### src/rtl/sp_pkg.sv
// sp_pkg: shared types and constants of the sandpile toppling automaton
// depends on: nothing
package sp_pkg;

    typedef enum logic {
        OP_ADD     = 1'b0,
        OP_TOPPLE  = 1'b1
    } op_t;

    localparam int unsigned HEIGHT_W    = 4;
    localparam int unsigned LOSS_W      = 3;
    localparam int unsigned ROW_W       = 5;
    localparam int unsigned COUNT_W     = 11;
    localparam int unsigned TOTAL_W     = 14;
    localparam int unsigned STAT_W      = 32;

    localparam logic [HEIGHT_W-1:0] TOPPLE_LOSS = 4'd4;
    localparam logic [HEIGHT_W-1:0] HEIGHT_MAX  = 4'd15;
    localparam logic [COUNT_W-1:0]  COUNT_MAX   = 11'h7FF;
    localparam logic [TOTAL_W-1:0]  TOTAL_MAX   = 14'h3FFF;

    // per-beat control broadcast to every cell
    typedef struct packed {
        logic en;
        op_t  op;
    } cell_ctrl_t;

    // what travels with a beat through the reduction tree
    typedef struct packed {
        op_t  op;
        logic gain;
    } item_tag_t;

    function automatic logic [STAT_W-1:0] sat_add32(input logic [STAT_W-1:0] a,
                                                    input logic [STAT_W-1:0] b);
        logic [STAT_W:0] s;
        s = {1'b0, a} + {1'b0, b};
        return s[STAT_W] ? {STAT_W{1'b1}} : s[STAT_W-1:0];
    endfunction

endpackage

### src/rtl/sp_cell.sv
// sp_cell: one grid cell, holds height and critical mark, topples or takes a grain
// depends on: sp_pkg
module sp_cell import sp_pkg::*; #(
    parameter int EDGES = 0
) (
    input  logic               aclk,
    input  logic               aresetn,
    input  cell_ctrl_t         ctrl,
    input  logic               hit,
    input  logic [3:0]         nbr_mark,
    output logic               mark,
    output logic [LOSS_W-1:0]  loss,
    output logic               gain
);

    logic [HEIGHT_W-1:0] height_reg, height_next;
    logic                mark_reg, mark_next;
    logic [LOSS_W-1:0]   loss_reg, loss_next;

    logic [HEIGHT_W-1:0] h_dec, h_top, h_add;
    logic [2:0]          incoming;
    logic [HEIGHT_W:0]   h_sum;
    logic [LOSS_W-1:0]   overflow;

    always_comb begin
        if (mark_reg) begin
            h_dec = (height_reg >= TOPPLE_LOSS) ? height_reg - TOPPLE_LOSS : '0;
        end else begin
            h_dec = height_reg;
        end
        incoming = 3'(nbr_mark[0]) + 3'(nbr_mark[1]) + 3'(nbr_mark[2]) + 3'(nbr_mark[3]);
        h_sum    = {1'b0, h_dec} + 5'(incoming);
        if (h_sum > {1'b0, HEIGHT_MAX}) begin
            overflow = LOSS_W'(h_sum - {1'b0, HEIGHT_MAX});
            h_top    = HEIGHT_MAX;
        end else begin
            overflow = '0;
            h_top    = h_sum[HEIGHT_W-1:0];
        end

        gain  = hit && (ctrl.op == OP_ADD) && (height_reg != HEIGHT_MAX);
        h_add = gain ? height_reg + 4'd1 : height_reg;

        unique case (ctrl.op)
            OP_ADD: begin
                height_next = h_add;
                mark_next   = mark_reg | (hit && (h_add >= TOPPLE_LOSS));
                loss_next   = '0;
            end
            OP_TOPPLE: begin
                height_next = h_top;
                mark_next   = (h_top >= TOPPLE_LOSS);
                loss_next   = (mark_reg ? LOSS_W'(EDGES) : '0) + overflow;
            end
        endcase
    end

    always_ff @(posedge aclk) begin
        if (!aresetn) begin
            height_reg <= '0;
            mark_reg   <= 1'b0;
        end else if (ctrl.en) begin
            height_reg <= height_next;
            mark_reg   <= mark_next;
        end
    end

    always_ff @(posedge aclk) begin
        if (ctrl.en) begin
            loss_reg <= loss_next;
        end
    end

    assign mark = mark_reg;
    assign loss = loss_reg;

endmodule

### config.mk
export PLATFORM = sky130hd
export DESIGN_NAME = sp_cell
export DESIGN_NICKNAME = d
export VERILOG_FILES = /design/src/rtl/sp_pkg.sv /design/src/rtl/sp_cell.sv
export SDC_FILE = /design/constraint.sdc
export NUM_CORES = 1
export LEC_CHECK = 0
export ABC_AREA = 1
export BUFFER_PORTS_ARGS = -buffer_cell sky130_fd_sc_hd__buf_4
export CAP_MARGIN = 20
export CORE_AREA = 2 2 39 41
export CTS_BUF_LIST = sky130_fd_sc_hd__clkbuf_4 sky130_fd_sc_hd__clkbuf_8
export DETAILED_ROUTE_END_ITERATION = 12
export DIE_AREA = 0 0 41 43
export HOLD_SLACK_MARGIN = 0.15
export PLACE_DENSITY = 0.77
export SLEW_MARGIN = 20
export SYNTH_ARGS = -nofsm -noshare
export SYNTH_HDL_FRONTEND = slang
export SYNTH_SLANG_ARGS = --single-unit
### constraint.sdc
create_clock -name aclk -period 4.86 [get_ports aclk]
set_input_delay 0.243 -clock aclk [delete_from_list [all_inputs] [get_ports aclk]]
set_output_delay 0.243 -clock aclk [all_outputs]
set_load 0.01 [all_outputs]
==> reports/metrics.cfg <==
[setup_path]
cp-end-kind=flop
start_kind=flop
r2r_cells=12
cp_max_fo=6
setup.worst_path.class=reg2reg
crit_required_ns=4.96
cp.arrival_ns=2.76

[grt]
grt_usage_pct=21.21
grt_overflow=0
grt_max_degree=10
grt_pass1_wl_microns=2649
grt_pass1_vias=703
grt_antenna_before_repair=0

[power]
p_per_area_nw_per_um2=259.1
peakVddDrop_v=0.0001033
p_leak_uw=0.0004691

[synthesis]
synth_xor_area_share_pct=0
synth_compound_area_share_pct=11.28
syn_area_per_cell_sq_um=6.841
ys_ff_latch=8
synth_mux_area_share_pct=0
syn_nets=122
synthArstFlopShare_pct=0
synth_edf_count=3
synth_top_flop_cell=dfxtp_1
synth_top_family_by_area=simple AND/OR/NAND/NOR gates
yosys.cell_types.count=21
netlist_instances=107
ys_seq_area_share_pct=25.98
synth_warnings=0
syn_area_sq_um=732.0
synthSimpleGateAreaFrac_pct=36.58
synthAdderAreaFrac_pct=13.33

[floorplan]
die_y_microns=43
start_util_pct=52.89
io_pins=14
core_area_sq_um=1384
die_w_microns=41
dieArea_sq_um=1763
rows=14

[detailed_routing]
totalWireLength_microns=1581
drt-pass1-iter-count=4
drtIter0Drc=21
drc=0
wl_per_cell_microns=11.37
final_antenna_net_count=0
via_per_inst=5.165
vias=718

[final_layout]
drive_gt1_share_pct=21.95
num_antenna_cells=0
finalNonFillerCells=139
area.sequential_sq_um=190.2
area_growth_pct=19.15
nets=139
fillers=144
multi_input_area_sq_um=447.9

[cts]
cts_buffers=3
root_buffer=clkbuf_4
cts_buffer_depth=2
clk_pin_slew_ns=0.06
cts_tree=yes
clk_latency_ns=0.25
post_cts_resized=0
cts_setup_buffers=0
hold_buffers=0
htree_levels=1
cts.sinks=8

[sta]
max_slew_margin_pct=80.96
worst_pin_slew_ns=0.2853
rsz0062_at_grt=no
max_freq_mhz=376.2
setup_viol=0
hold_viol=0
fin_crit_sh_pct=54.70
clock_skew_ns=0.004636
final_max_slew_viol_count=0
finalSetupTns_ns=0
finalCriticalPeriod_ns=2.658

[hold_path]
whs_path_depth=2
hp-class=in2reg

[job]
maxCapViolations=0

[placement]
io_buffers=13
hpwl_microns=1305
gp_congestion=0.8179
dp.cells=135

[status]
status=finished clean

[cells by family after synthesis]
| group | count (synthesis) |
|---|---|
| AND/OR/NAND/NOR | 54 |
| flip-flops | 8 |
| adder cells (fa/ha/maj) | 6 |
| buffers and inverters | 24 |
| AO/OA/AOI/OAI | 15 |
[worst paths after layout]
check / startpoint / to / slack [ns]
setup / recovery: height_reg[3]$_SDFFE_PN0P_ / loss[2]$_SDFFCE_PP0P_ / 2.20
hold / removal: ctrl[1] / height_reg[0]$_SDFFE_PN0P_ / 0.26
setup reg to reg: height_reg[3]$_SDFFE_PN0P_ / loss[2]$_SDFFCE_PP0P_ / 2.20
hold reg to reg: flop / flop / 0.59
[metal layers]
layer | global-route usage, % | routed length (microns) | part of all wire [%]
met3 | 3.141 | 52 | 3.3
met4 | 8.000 | 10 | 0.63
met2 | 35.31 | 797 | 50
met1 | 25.90 | 720 | 46
met5 | 0 | 0 | 0
[stage by stage]
| step | hold slack [ns] | utilization (%) | instance area, sq um | power (uW) | setup WS (ns) |
|---|---|---|---|---|---|
| after floorplan | 0.3365 | - | 732.0 | 141.6 | 2.343 |
| after global placement | 0.5082 | 60.85 | 842.1 | 162.1 | 2.217 |
| after detailed placement | 0.5145 | 60.85 | 842.1 | 165.6 | 2.099 |
| after CTS | 0.2494 | 63.02 | 872.1 | 226.9 | 2.205 |
| after global routing | 0.2620 | 63.02 | 872.1 | 242.2 | 2.038 |
| final | 0.2578 | 63.02 | 872.1 | 226.0 | 2.202 |
[area by class of cell]
| type | count | area share [%] |
|---|---|---|
| clock buffer | 4 | 3.443 |
| inverter | 23 | 9.900 |
| multi-input combinational | 75 | 51.36 |
| sequential | 8 | 21.81 |
| tap | 16 | 2.296 |
| timing repair buffer | 13 | 11.19 |
[critical path: stages, from the launching register on]
cell,delay [ns]
dfxtp_1,0.45
inv_1,0.15
nand3_1,0.12
nand2_1,0.08
fa_1,0.41
fa_1,0.54
inv_1,0.06
ha_1,0.18
inv_1,0.08
nand4_1,0.09
nand2_1,0.11
nand3_4,0.09
a21oi_1,0.14
[cells in the mapped netlist, types with 3 or more instances]
cell type   n  area share, %
nor2_1      5            2.6
ha_1        3            5.1
nand2_1    29             15
a21oi_1     6            4.1
inv_1      21             11
nand4_1     3            2.6
fa_1        3            8.2
edfxtp_1    3             12
o21ai_0     6            4.1
nand3_2     3            4.1
nand3_1     8            5.5
dfxtp_1     5             14
[power by group]
part	switching, uW	total, uW	internal [uW]	leakage [uW]
logic	50.5	84.1	33.6	0.000378
clock network	23.8	60.9	37.1	0.0000184
registers	6.84	81.0	74.2	0.0000727
total	81.1	226	145	0.000469
[placed cells by master (no fill, tap or decap)]
master,netlist,routed
nand3_2,3,3
buf_4,1,13
edfxtp_1,3,3
a31oi_1,1,1
nand4_1,3,3
nand2_2,2,2
inv_2,2,2
o21bai_1,1,1
nand2_1,29,29
nor2_1,5,5
o21ai_0,6,6
ha_1,3,3
a21oi_2,1,1
inv_1,21,21
nor2_2,1,1
a21oi_1,6,6
nand3_4,1,1
nand3_1,8,8
nand3b_1,2,2
fa_1,3,3
clkbuf_4,0,4
dfxtp_1,5,5
Power figures use the tool's default switching activity.
